--- config.mk ---
export PLATFORM = sky130hd
export DESIGN_NAME = msp_frame_receive_parser_core
export DESIGN_NICKNAME = d
export VERILOG_FILES = /design/src/hdl/mspfrp_pkg.sv /design/src/hdl/mspfrp_regs.sv /design/src/hdl/mspfrp_parser.sv /design/src/hdl/msp_frame_receive_parser_core.sv
export SDC_FILE = /design/constraint.sdc
export NUM_CORES = 1
export LEC_CHECK = 0
export ABC_AREA = 1
export BUFFER_PORTS_ARGS = -buffer_cell sky130_fd_sc_hd__buf_2
export CAP_MARGIN = 10
export CORE_MARGIN = 10
export CORE_UTILIZATION = 40
export DETAILED_ROUTE_END_ITERATION = 10
export GPL_ROUTABILITY_DRIVEN = 0
export PLACE_DENSITY_LB_ADDON = 0.05
export SLEW_MARGIN = 25
export SYNTH_ARGS = -nofsm -noshare
export SYNTH_HDL_FRONTEND = slang
export SYNTH_SLANG_ARGS = --single-unit
export TNS_END_PERCENT = 10
--- constraint.sdc ---
create_clock -name clk -period 6.6 [get_ports clk]
set_input_delay 0.33 -clock clk [delete_from_list [all_inputs] [get_ports clk]]
set_output_delay 0.33 -clock clk [all_outputs]
set_load 0.005 [all_outputs]
--- src/hdl/mspfrp_pkg.sv ---
package mspfrp_pkg;

	// Fixed field widths
	localparam int unsigned MAX_PAYLOAD = 1024;
	localparam int unsigned LEN_W       = 11;
	localparam int unsigned POFF_W      = 10;
	localparam int unsigned CMD_W       = 16;
	localparam int unsigned ADDR_W      = 3;
	localparam int unsigned TDATA_W     = 64;
	localparam int unsigned TUSER_W     = 2;

	localparam logic [LEN_W-1:0] MAX_PAYLOAD_LEN = LEN_W'(MAX_PAYLOAD);

	// Register reset values
	localparam logic [LEN_W-1:0] MAX_LEN_RST = 11'd1024;
	localparam logic [7:0]       TUNNEL_RST  = 8'd255;

	// Register index as seen on paddr[2]
	localparam logic REG_MAX_LEN = 1'b0;
	localparam logic REG_TUNNEL  = 1'b1;

	// Result kind
	localparam logic [1:0] EV_IGNORED  = 2'd0;
	localparam logic [1:0] EV_ACCEPT   = 2'd1;
	localparam logic [1:0] EV_COMPLETE = 2'd2;
	localparam logic [1:0] EV_DROP     = 2'd3;

	// Error codes
	localparam logic [1:0] ERR_NONE   = 2'd0;
	localparam logic [1:0] ERR_LONG   = 2'd1;
	localparam logic [1:0] ERR_HEADER = 2'd2;
	localparam logic [1:0] ERR_SUM    = 2'd3;

	// Frame versions
	localparam logic [1:0] VER_V1     = 2'd0;
	localparam logic [1:0] VER_TUNNEL = 2'd1;
	localparam logic [1:0] VER_V2     = 2'd2;

	// Protocol bytes
	localparam logic [7:0] CH_DOLLAR = 8'h24;
	localparam logic [7:0] CH_M      = 8'h4D;
	localparam logic [7:0] CH_X      = 8'h58;
	localparam logic [7:0] CH_LT     = 8'h3C;
	localparam logic [7:0] CH_GT     = 8'h3E;
	localparam logic [7:0] CRC_POLY  = 8'hD5;
	localparam logic [7:0] TUNNEL_MIN_SIZE = 8'd6;

	typedef struct packed {
		logic [LEN_W-1:0] max_payload_length;
		logic [7:0]       tunnel_command_id;
	} cfg_t;

	typedef struct packed {
		logic [LEN_W-1:0]  payload_length;
		logic [7:0]        frame_flags;
		logic [CMD_W-1:0]  command_code;
		logic              is_reply;
		logic [1:0]        frame_version;
		logic [POFF_W-1:0] payload_offset;
		logic [7:0]        payload_byte;
		logic              payload_valid;
		logic              error_first;
		logic [1:0]        error_code;
		logic [1:0]        event_res;
	} res_t;

	// CRC-8/DVB-S2 over one byte, MSB first
	function automatic logic [7:0] crc8_step(input logic [7:0] crc, input logic [7:0] b);
		logic [7:0] c;
		c = crc ^ b;
		for (int k = 0; k < 8; k++) begin
			c = c[7] ? ((c << 1) ^ CRC_POLY) : (c << 1);
		end
		return c;
	endfunction

endpackage

--- src/hdl/mspfrp_regs.sv ---
module mspfrp_regs import mspfrp_pkg::*; (
	input  logic              clk,
	input  logic              arst_n,
	input  logic              psel,
	input  logic              penable,
	input  logic              pwrite,
	input  logic [ADDR_W-1:0] paddr,
	input  logic [31:0]       pwdata,
	output logic [31:0]       prdata,
	output logic              pready,
	output cfg_t              cfg
);

	cfg_t cfg_q;
	logic wr_en;

	assign pready = 1'b1;
	assign wr_en  = psel & penable & pwrite;
	assign cfg    = cfg_q;

	always_ff @(posedge clk or negedge arst_n) begin
		if (!arst_n) begin
			cfg_q.max_payload_length <= MAX_LEN_RST;
			cfg_q.tunnel_command_id  <= TUNNEL_RST;
		end else if (wr_en) begin
			unique case (paddr[2])
				REG_MAX_LEN: cfg_q.max_payload_length <= pwdata[LEN_W-1:0];
				REG_TUNNEL:  cfg_q.tunnel_command_id  <= pwdata[7:0];
				default:     ;
			endcase
		end
	end

	always_comb begin
		prdata = '0;
		unique case (paddr[2])
			REG_MAX_LEN: prdata = {{(32-LEN_W){1'b0}}, cfg_q.max_payload_length};
			REG_TUNNEL:  prdata = {24'd0, cfg_q.tunnel_command_id};
			default:     prdata = '0;
		endcase
	end

endmodule

--- src/hdl/mspfrp_parser.sv ---
module mspfrp_parser import mspfrp_pkg::*; (
	input  logic       clk,
	input  logic       arst_n,
	input  logic       step,
	input  logic [7:0] rx_byte,
	input  cfg_t       cfg,
	output res_t       res
);

	typedef enum logic [3:0] {
		PH_IDLE, PH_START, PH_HDR_M, PH_HDR_X, PH_HDR_V1, PH_PAY_V1, PH_SUM_V1,
		PH_HDR_T, PH_PAY_T, PH_SUM_T, PH_HDR_N, PH_PAY_N, PH_SUM_N
	} phase_t;

	phase_t           phase_q, phase_nx;
	logic [LEN_W-1:0] off_q, off_nx, off_inc;
	logic [7:0]       hdr_q [7];
	logic [7:0]       hdr_nx [7];
	logic [7:0]       xor_q, xor_nx, crc_q, crc_nx, crc_b;
	logic [1:0]       ver_q, ver_nx;
	logic             rep_q, rep_nx;
	logic [CMD_W-1:0] cmd_q, cmd_nx;
	logic [7:0]       flg_q, flg_nx;
	logic [LEN_W-1:0] len_q, len_nx, limit;
	logic [1:0]       lerr_q, lerr_nx;

	// begin-payload request
	logic             bp_go;
	logic [CMD_W-1:0] bp_cmd;
	logic [7:0]       bp_flg;
	logic [15:0]      bp_len;
	phase_t           bp_pay, bp_sum;

	logic       hdr_wr, emit, drop, keep_err, done;
	logic [1:0] dcode;

	assign off_inc = off_q + LEN_W'(1);
	assign crc_b   = crc8_step(crc_q, rx_byte);
	assign limit   = (cfg.max_payload_length < MAX_PAYLOAD_LEN) ?
			cfg.max_payload_length : MAX_PAYLOAD_LEN;

	always_comb begin
		phase_nx = phase_q;
		off_nx   = off_q;
		xor_nx   = xor_q;
		crc_nx   = crc_q;
		ver_nx   = ver_q;
		rep_nx   = rep_q;
		cmd_nx   = cmd_q;
		flg_nx   = flg_q;
		len_nx   = len_q;
		lerr_nx  = lerr_q;
		hdr_nx   = hdr_q;
		hdr_wr   = 1'b0;
		emit     = 1'b0;
		drop     = 1'b0;
		keep_err = 1'b0;
		done     = 1'b0;
		dcode    = ERR_NONE;
		bp_go    = 1'b0;
		bp_cmd   = '0;
		bp_flg   = '0;
		bp_len   = '0;
		bp_pay   = PH_PAY_V1;
		bp_sum   = PH_SUM_V1;
		res      = '0;
		res.event_res = EV_ACCEPT;

		// header bytes land at the current offset
		if (phase_q == PH_HDR_V1 || phase_q == PH_HDR_T || phase_q == PH_HDR_N) begin
			hdr_wr = 1'b1;
			hdr_nx[off_q[2:0]] = rx_byte;
			off_nx = off_inc;
		end

		unique case (phase_q)
			PH_IDLE: begin
				if (rx_byte != CH_DOLLAR) begin
					res.event_res = EV_IGNORED;
					keep_err = 1'b1;
				end else begin
					phase_nx = PH_START;
				end
			end
			PH_START: begin
				off_nx = '0;
				xor_nx = '0;
				crc_nx = '0;
				if (rx_byte == CH_M) begin
					ver_nx = VER_V1;
					phase_nx = PH_HDR_M;
				end else if (rx_byte == CH_X) begin
					ver_nx = VER_V2;
					phase_nx = PH_HDR_X;
				end else begin
					drop = 1'b1;
					dcode = ERR_HEADER;
				end
			end
			PH_HDR_M, PH_HDR_X: begin
				if (rx_byte == CH_LT || rx_byte == CH_GT) begin
					rep_nx = (rx_byte == CH_GT);
					phase_nx = (phase_q == PH_HDR_M) ? PH_HDR_V1 : PH_HDR_N;
				end else begin
					drop = 1'b1;
					dcode = ERR_HEADER;
				end
			end
			PH_HDR_V1: begin
				xor_nx = xor_q ^ rx_byte;
				if (off_q == LEN_W'(1)) begin
					if (hdr_nx[1] == cfg.tunnel_command_id) begin
						if (hdr_nx[0] < TUNNEL_MIN_SIZE) begin
							drop = 1'b1;
							dcode = ERR_HEADER;
						end else begin
							ver_nx = VER_TUNNEL;
							phase_nx = PH_HDR_T;
						end
					end else begin
						bp_go  = 1'b1;
						bp_cmd = {8'd0, hdr_nx[1]};
						bp_len = {8'd0, hdr_nx[0]};
					end
				end
			end
			PH_PAY_V1: begin
				xor_nx = xor_q ^ rx_byte;
				emit = 1'b1;
			end
			PH_SUM_V1: begin
				if (xor_q != rx_byte) begin
					drop = 1'b1;
					dcode = ERR_SUM;
				end else begin
					done = 1'b1;
				end
			end
			PH_HDR_T: begin
				xor_nx = xor_q ^ rx_byte;
				crc_nx = crc_b;
				if (off_q == LEN_W'(6)) begin
					bp_go  = 1'b1;
					bp_cmd = {hdr_nx[4], hdr_nx[3]};
					bp_flg = hdr_nx[2];
					bp_len = {hdr_nx[6], hdr_nx[5]};
					bp_pay = PH_PAY_T;
					bp_sum = PH_SUM_T;
				end
			end
			PH_PAY_T: begin
				xor_nx = xor_q ^ rx_byte;
				crc_nx = crc_b;
				emit = 1'b1;
			end
			PH_SUM_T: begin
				xor_nx = xor_q ^ rx_byte;
				if (crc_q != rx_byte) begin
					drop = 1'b1;
					dcode = ERR_SUM;
				end else begin
					phase_nx = PH_SUM_V1;
				end
			end
			PH_HDR_N: begin
				crc_nx = crc_b;
				if (off_q == LEN_W'(4)) begin
					bp_go  = 1'b1;
					bp_cmd = {hdr_nx[2], hdr_nx[1]};
					bp_flg = hdr_nx[0];
					bp_len = {hdr_nx[4], hdr_nx[3]};
					bp_pay = PH_PAY_N;
					bp_sum = PH_SUM_N;
				end
			end
			PH_PAY_N: begin
				crc_nx = crc_b;
				emit = 1'b1;
			end
			PH_SUM_N: begin
				if (crc_q != rx_byte) begin
					drop = 1'b1;
					dcode = ERR_SUM;
				end else begin
					done = 1'b1;
				end
			end
			default: begin
				phase_nx = PH_IDLE;
				res.event_res = EV_IGNORED;
			end
		endcase

		// header complete: check length, then enter payload or go straight to the sum
		if (bp_go) begin
			if (bp_len > {5'd0, limit}) begin
				drop = 1'b1;
				dcode = ERR_LONG;
			end else begin
				cmd_nx = bp_cmd;
				flg_nx = bp_flg;
				len_nx = bp_len[LEN_W-1:0];
				off_nx = '0;
				phase_nx = (bp_len != 16'd0) ? bp_pay : bp_sum;
			end
		end

		if (emit) begin
			res.payload_valid  = 1'b1;
			res.payload_byte   = rx_byte;
			res.payload_offset = off_q[POFF_W-1:0];
			off_nx = off_inc;
			if (off_inc == len_q) begin
				unique case (phase_q)
					PH_PAY_V1: phase_nx = PH_SUM_V1;
					PH_PAY_T:  phase_nx = PH_SUM_T;
					PH_PAY_N:  phase_nx = PH_SUM_N;
					default:   phase_nx = phase_q;
				endcase
			end
		end

		if (done) begin
			res.event_res      = EV_COMPLETE;
			res.frame_version  = ver_q;
			res.is_reply       = rep_q;
			res.command_code   = cmd_q;
			res.frame_flags    = (ver_q == VER_V1) ? 8'd0 : flg_q;
			res.payload_length = len_q;
			phase_nx = PH_IDLE;
		end

		if (drop) begin
			res.event_res   = EV_DROP;
			res.error_code  = dcode;
			res.error_first = (dcode != lerr_q);
			lerr_nx  = dcode;
			phase_nx = PH_IDLE;
		end else if (!keep_err) begin
			lerr_nx = ERR_NONE;
		end
	end

	always_ff @(posedge clk or negedge arst_n) begin
		if (!arst_n) begin
			phase_q <= PH_IDLE;
			off_q   <= '0;
			xor_q   <= '0;
			crc_q   <= '0;
			ver_q   <= VER_V1;
			rep_q   <= 1'b0;
			cmd_q   <= '0;
			flg_q   <= '0;
			len_q   <= '0;
			lerr_q  <= ERR_NONE;
			for (int i = 0; i < 7; i++) begin
				hdr_q[i] <= '0;
			end
		end else if (step) begin
			phase_q <= phase_nx;
			off_q   <= off_nx;
			xor_q   <= xor_nx;
			crc_q   <= crc_nx;
			ver_q   <= ver_nx;
			rep_q   <= rep_nx;
			cmd_q   <= cmd_nx;
			flg_q   <= flg_nx;
			len_q   <= len_nx;
			lerr_q  <= lerr_nx;
			if (hdr_wr) begin
				hdr_q <= hdr_nx;
			end
		end
	end

endmodule

--- src/hdl/msp_frame_receive_parser_core.sv ---
// MSP frame receive parser. Feed one received serial byte per input beat; every
// byte yields exactly one result beat telling whether it was ignored outside a
// frame, accepted, completed a packet or dropped the frame. Frames in MSP v1 ('$M'),
// v2 tunnelled in v1 (v1 command equal to tunnel_command_id) and native v2 ('$X')
// are recognized; the v1 XOR sum and the CRC-8/DVB-S2 (poly 0xD5) are checked
// on the fly. Payload bytes are not buffered: each comes out with its offset on
// its own result beat, and command, flags, length, version and direction appear
// on the beat of the final checksum byte. A dropped frame reports why (too long,
// bad header byte, bad checksum) and error_first flags a change of error kind.
// Throughput is one byte per clock while m_tready does not stall the output: the
// byte is held in an input register, the parser state advances through
// combinational logic, and the result goes into an output register. The input
// side keeps accepting while a result waits for m_tready, until both registers
// are full. Registers (APB, 32-bit): 0x0 max_payload_length (reset 1024,
// effective limit is min of this and 1024), 0x4 tunnel_command_id (reset 255).
// Write them only while no frame bytes are in flight.
module msp_frame_receive_parser_core import mspfrp_pkg::*; (
	input  logic               clk,
	input  logic               arst_n,
	// byte stream in
	input  logic               s_tvalid,
	output logic               s_tready,
	input  logic [7:0]         s_tdata,   // [7:0] rx_byte
	// result stream out
	output logic               m_tvalid,
	input  logic               m_tready,
	output logic [TDATA_W-1:0] m_tdata,   // [1:0] error_code, [2] error_first,
	                                      // [3] payload_valid, [11:4] payload_byte,
	                                      // [21:12] payload_offset,
	                                      // [23:22] frame_version, [24] is_reply,
	                                      // [40:25] command_code, [48:41] frame_flags,
	                                      // [59:49] payload_length, [63:60] zero
	output logic [TUSER_W-1:0] m_tuser,   // [1:0] event_res
	// configuration
	input  logic               psel,
	input  logic               penable,
	input  logic               pwrite,
	input  logic [ADDR_W-1:0]  paddr,
	input  logic [31:0]        pwdata,
	output logic [31:0]        prdata,
	output logic               pready
);

	cfg_t       cfg;
	res_t       res, res_s2;
	logic [7:0] rx_byte_s1;
	logic       vld_s1, vld_s2;
	logic       adv;

	mspfrp_regs u_regs (
		.clk    (clk),
		.arst_n (arst_n),
		.psel   (psel),
		.penable(penable),
		.pwrite (pwrite),
		.paddr  (paddr),
		.pwdata (pwdata),
		.prdata (prdata),
		.pready (pready),
		.cfg    (cfg)
	);

	// Advance the held byte through the parser when the output slot frees up.
	assign adv      = vld_s1 & (~vld_s2 | m_tready);
	assign s_tready = ~vld_s1 | adv;

	always_ff @(posedge clk or negedge arst_n) begin
		if (!arst_n) begin
			vld_s1 <= 1'b0;
		end else if (s_tready) begin
			vld_s1 <= s_tvalid;
		end
	end

	always_ff @(posedge clk) begin
		if (s_tready && s_tvalid) begin
			rx_byte_s1 <= s_tdata;
		end
	end

	// Parser state steps only on the cycle its result is captured.
	mspfrp_parser u_parser (
		.clk    (clk),
		.arst_n (arst_n),
		.step   (adv),
		.rx_byte(rx_byte_s1),
		.cfg    (cfg),
		.res    (res)
	);

	// Hold the result until the sink takes it.
	always_ff @(posedge clk or negedge arst_n) begin
		if (!arst_n) begin
			vld_s2 <= 1'b0;
		end else if (adv) begin
			vld_s2 <= 1'b1;
		end else if (m_tready) begin
			vld_s2 <= 1'b0;
		end
	end

	always_ff @(posedge clk) begin
		if (adv) begin
			res_s2 <= res;
		end
	end

	assign m_tvalid = vld_s2;
	assign m_tuser  = res_s2.event_res;
	assign m_tdata  = {4'd0,
			res_s2.payload_length, res_s2.frame_flags, res_s2.command_code,
			res_s2.is_reply, res_s2.frame_version, res_s2.payload_offset,
			res_s2.payload_byte, res_s2.payload_valid, res_s2.error_first,
			res_s2.error_code};

endmodule

==> out/results.ini <==
[finish]
nets=1673
area_growth_pct=14.8
design_area_um2=14000
stdcell_count=2017
final_common_cell=nand2_1
postLayoutCoreUtil_pct=46.8
drive_gt1_share_pct=15.5
antennaDiodeCount=0
final_cell_mix=nand2_1, inv_1, o21ai_0

[routing]
finalWirelength_um=36700
drc=0
wl_met3_um=2160
top_layer=met4
wl_per_cell_um=18.2
wl_met1_um=17100
firstDrtPassIters=5
avgViaCountPerCell=5.10
drt_iter0_drc=793
antenna_left=0
routed-wl-met2_um=16500
num_vias=10277

[place]
port_buffers=101
dp_hpwl_um=26600
placed_cells=1960
placed_area_um2=12900

[cts]
cts_resized=0
cts_setup_buffers=0
clk_latency_ns=0.54
cts_buffers=26
cts_sinks=218
cts_root_buffer=clkbuf_16
tritoncts=yes
htree_levels=1
ctsHoldBuffers=9
clkTransAtPathRegs_ns=0.06
ctsLongestPathBuffers=3

[timing]
slew_headroom_pct=38.0
finalClockSkew_ns=0.0130
finalCriticalPeriod_ns=5.31
rsz0062_at_grt=false
tightest_slew_ns=0.926
hold_viol_final=0
fin_setup_tns_ns=0
max_freq_mhz=188
maxSlewViolCount=0
setup_viol=0
post-route-period-util_pct=80.4

[setup_path]
critPathRequiredTime_ns=6.99
crit_type=reg2reg
cp.arrival_ns=5.70
rr_worst_depth=24
cp-start-kind=register
path_max_fanout=22
end_kind=register

[power]
power_density_nw_per_um2=321
vdd_drop_max_mv=0.283
finalPower_mw=4.47
power.leakage_nw=6.91

[global_route]
antenna_found_initial=0
grt_first_pass_wirelength_um=57800
gr-total-overflow=0
grt_pass1_vias=10159
grt_max_degree=92
grtUsageTotal_pct=18.8

[synthesis]
synth.area.top_cells=dfrtp_1, edfxtp_1, nand2_1, o21ai_0, inv_1
synth_top_area_cell=dfrtp_1
synth_edf_count=70
async_flop_share_pct=67.9
synth_ff_type=dfrtp_1
yosysSeqAreaShare_pct=47.9
yosys_warnings=0
synthCells=1514
synthDominantCellAreaShare_pct=28.6
synth-seq-cells=218
syn_area_um2=12200
synth.distinct_cells=54
postSynthAreaPerCell_um2=8.03

[job]
maxCapViolations=0

[floorplanning]
row_count=63
start_util_pct=40.8
dieHeight_um=194
dieArea_um2=37800
core_region_area_um2=29800
ioPinCount=151
fp.dieW_um=194

[outcome]
status=complete, no violations

[hold_path]
hold_depth=3
hp-class=in2reg

-- per-stage QoR --
| step | hold slack, ns | worst slack, ns |
|---|---|---|
| after global routing | 0.0207 | 0.819 |
| after global placement | 0.459 | 1.38 |
| after floorplan | 0.0344 | 2.99 |
| after detailed placement | 0.468 | 1.34 |
| final | 0.0153 | 1.29 |
| after CTS | 0.00523 | 1.32 |
-- per-layer routing --
layer  GRT usage (%)  vias to the layer above
met1            26.3                     4845
li1                -                     5079
met2            29.8                      295
met4            4.97                        0
met5               0                        -
met3            2.81                       58
-- flip-flops by register name (all words and copies together), names as in the netlist, 8 cells and up --
register        cells
m_tdata            60
u_parser.hdr_q     56
u_regs.cfg         19
u_parser.cmd_q     16
u_parser.len_q     11
u_parser.off_q     11
rx_byte_s1          8
u_parser.crc_q      8
u_parser.flg_q      8
u_parser.xor_q      8
-- synth_stat cells, types with 4 or more instances --
library cell,n
nand2_1,375
inv_1,170
o21ai_0,140
dfrtp_1,139
nor2_1,129
nand3_1,85
edfxtp_1,70
a21oi_1,40
clkbuf_1,37
o21ai_1,37
buf_4,31
o22ai_1,25
xor2_1,23
xnor2_1,18
inv_2,17
ha_1,16
or2_2,13
nor2_2,12
buf_2,11
nand4_1,11
dfstp_2,9
nand2_2,9
nor3_1,9
nor4_1,7
a211oi_1,6
buf_6,6
nand3b_1,6
o21ai_2,6
a31oi_1,5
o211ai_1,5
a221oi_1,4
nor2_4,4
or2_1,4
-- worst paths after layout --
check	slack, ns	endpoint	start
max in group asynchronous	4.78	u_parser.len_q[6]$_DFFE_PN0P_	arst_n
min in group asynchronous	0.46	u_regs.cfg[14]$_DFFE_PN0P_	arst_n
max reg2reg	1.29	u_parser.cmd_q[7]$_DFFE_PN0P_	u_parser.phase_q[0]$_DFFE_PN0P_
min	0.02	vld_s1$_DFFE_PN0N_	s_tvalid
min reg2reg	0.48	u_parser.hdr_q[28]$_DFFE_PN0P_	u_parser.hdr_q[28]$_DFFE_PN0P_
max	1.29	u_parser.cmd_q[7]$_DFFE_PN0P_	u_parser.phase_q[0]$_DFFE_PN0P_
-- area by class of cell --
cell class / instances / area (um^2)
Fill cell: 2999 / 15800
Sequential cell: 218 / 5820
Multi-Input combinational cell: 1044 / 5220
Timing Repair Buffer: 127 / 729
Inverter: 190 / 716
Clock buffer: 30 / 697
Tap cell: 390 / 488
Clock inverter: 18 / 287
-- critical path: stages, from the launching register on --
cell and delay, ns:
dfrtp_1 0.47, nor2_1 0.29, nand2_4 0.16, nand3_4 0.25
nand2_2 0.12, nor2_1 0.56, inv_2 0.17, o21ai_1 0.30
o22ai_1 0.11, inv_1 0.07, nand2_1 0.17, ha_1 0.34
nand2_1 0.09, inv_1 0.04, nand3_1 0.09, inv_1 0.05
nand2_1 0.06, o211ai_1 0.08, nand2_1 0.06, a21boi_0 0.07
o22ai_1 0.31, nand3_4 0.17, nand3b_4 0.39, a211oi_1 0.65
a21oi_1 0.07
-- cell families after synthesis --
| logic type | after synthesis | synth area share (%) |
|---|---|---|
| and+or+nand+nor | 678 | 24.6 |
| AOI/OAI and AO/OA | 283 | 12.9 |
| buffers and inverters | 276 | 9.98 |
| DFF | 218 | 47.9 |
| xor gates and xnor gates | 41 | 2.95 |
| adders and majority gates | 16 | 1.65 |
| other | 2 | 0.0618 |
-- power by group --
group,internal [mW],leakage (nW),switching [mW]
sequential,1.56,2.48,0.125
combinational,0.451,3.96,0.690
clock,1.03,0.472,0.609
Note: power is estimated with default switching activity, not from simulation.
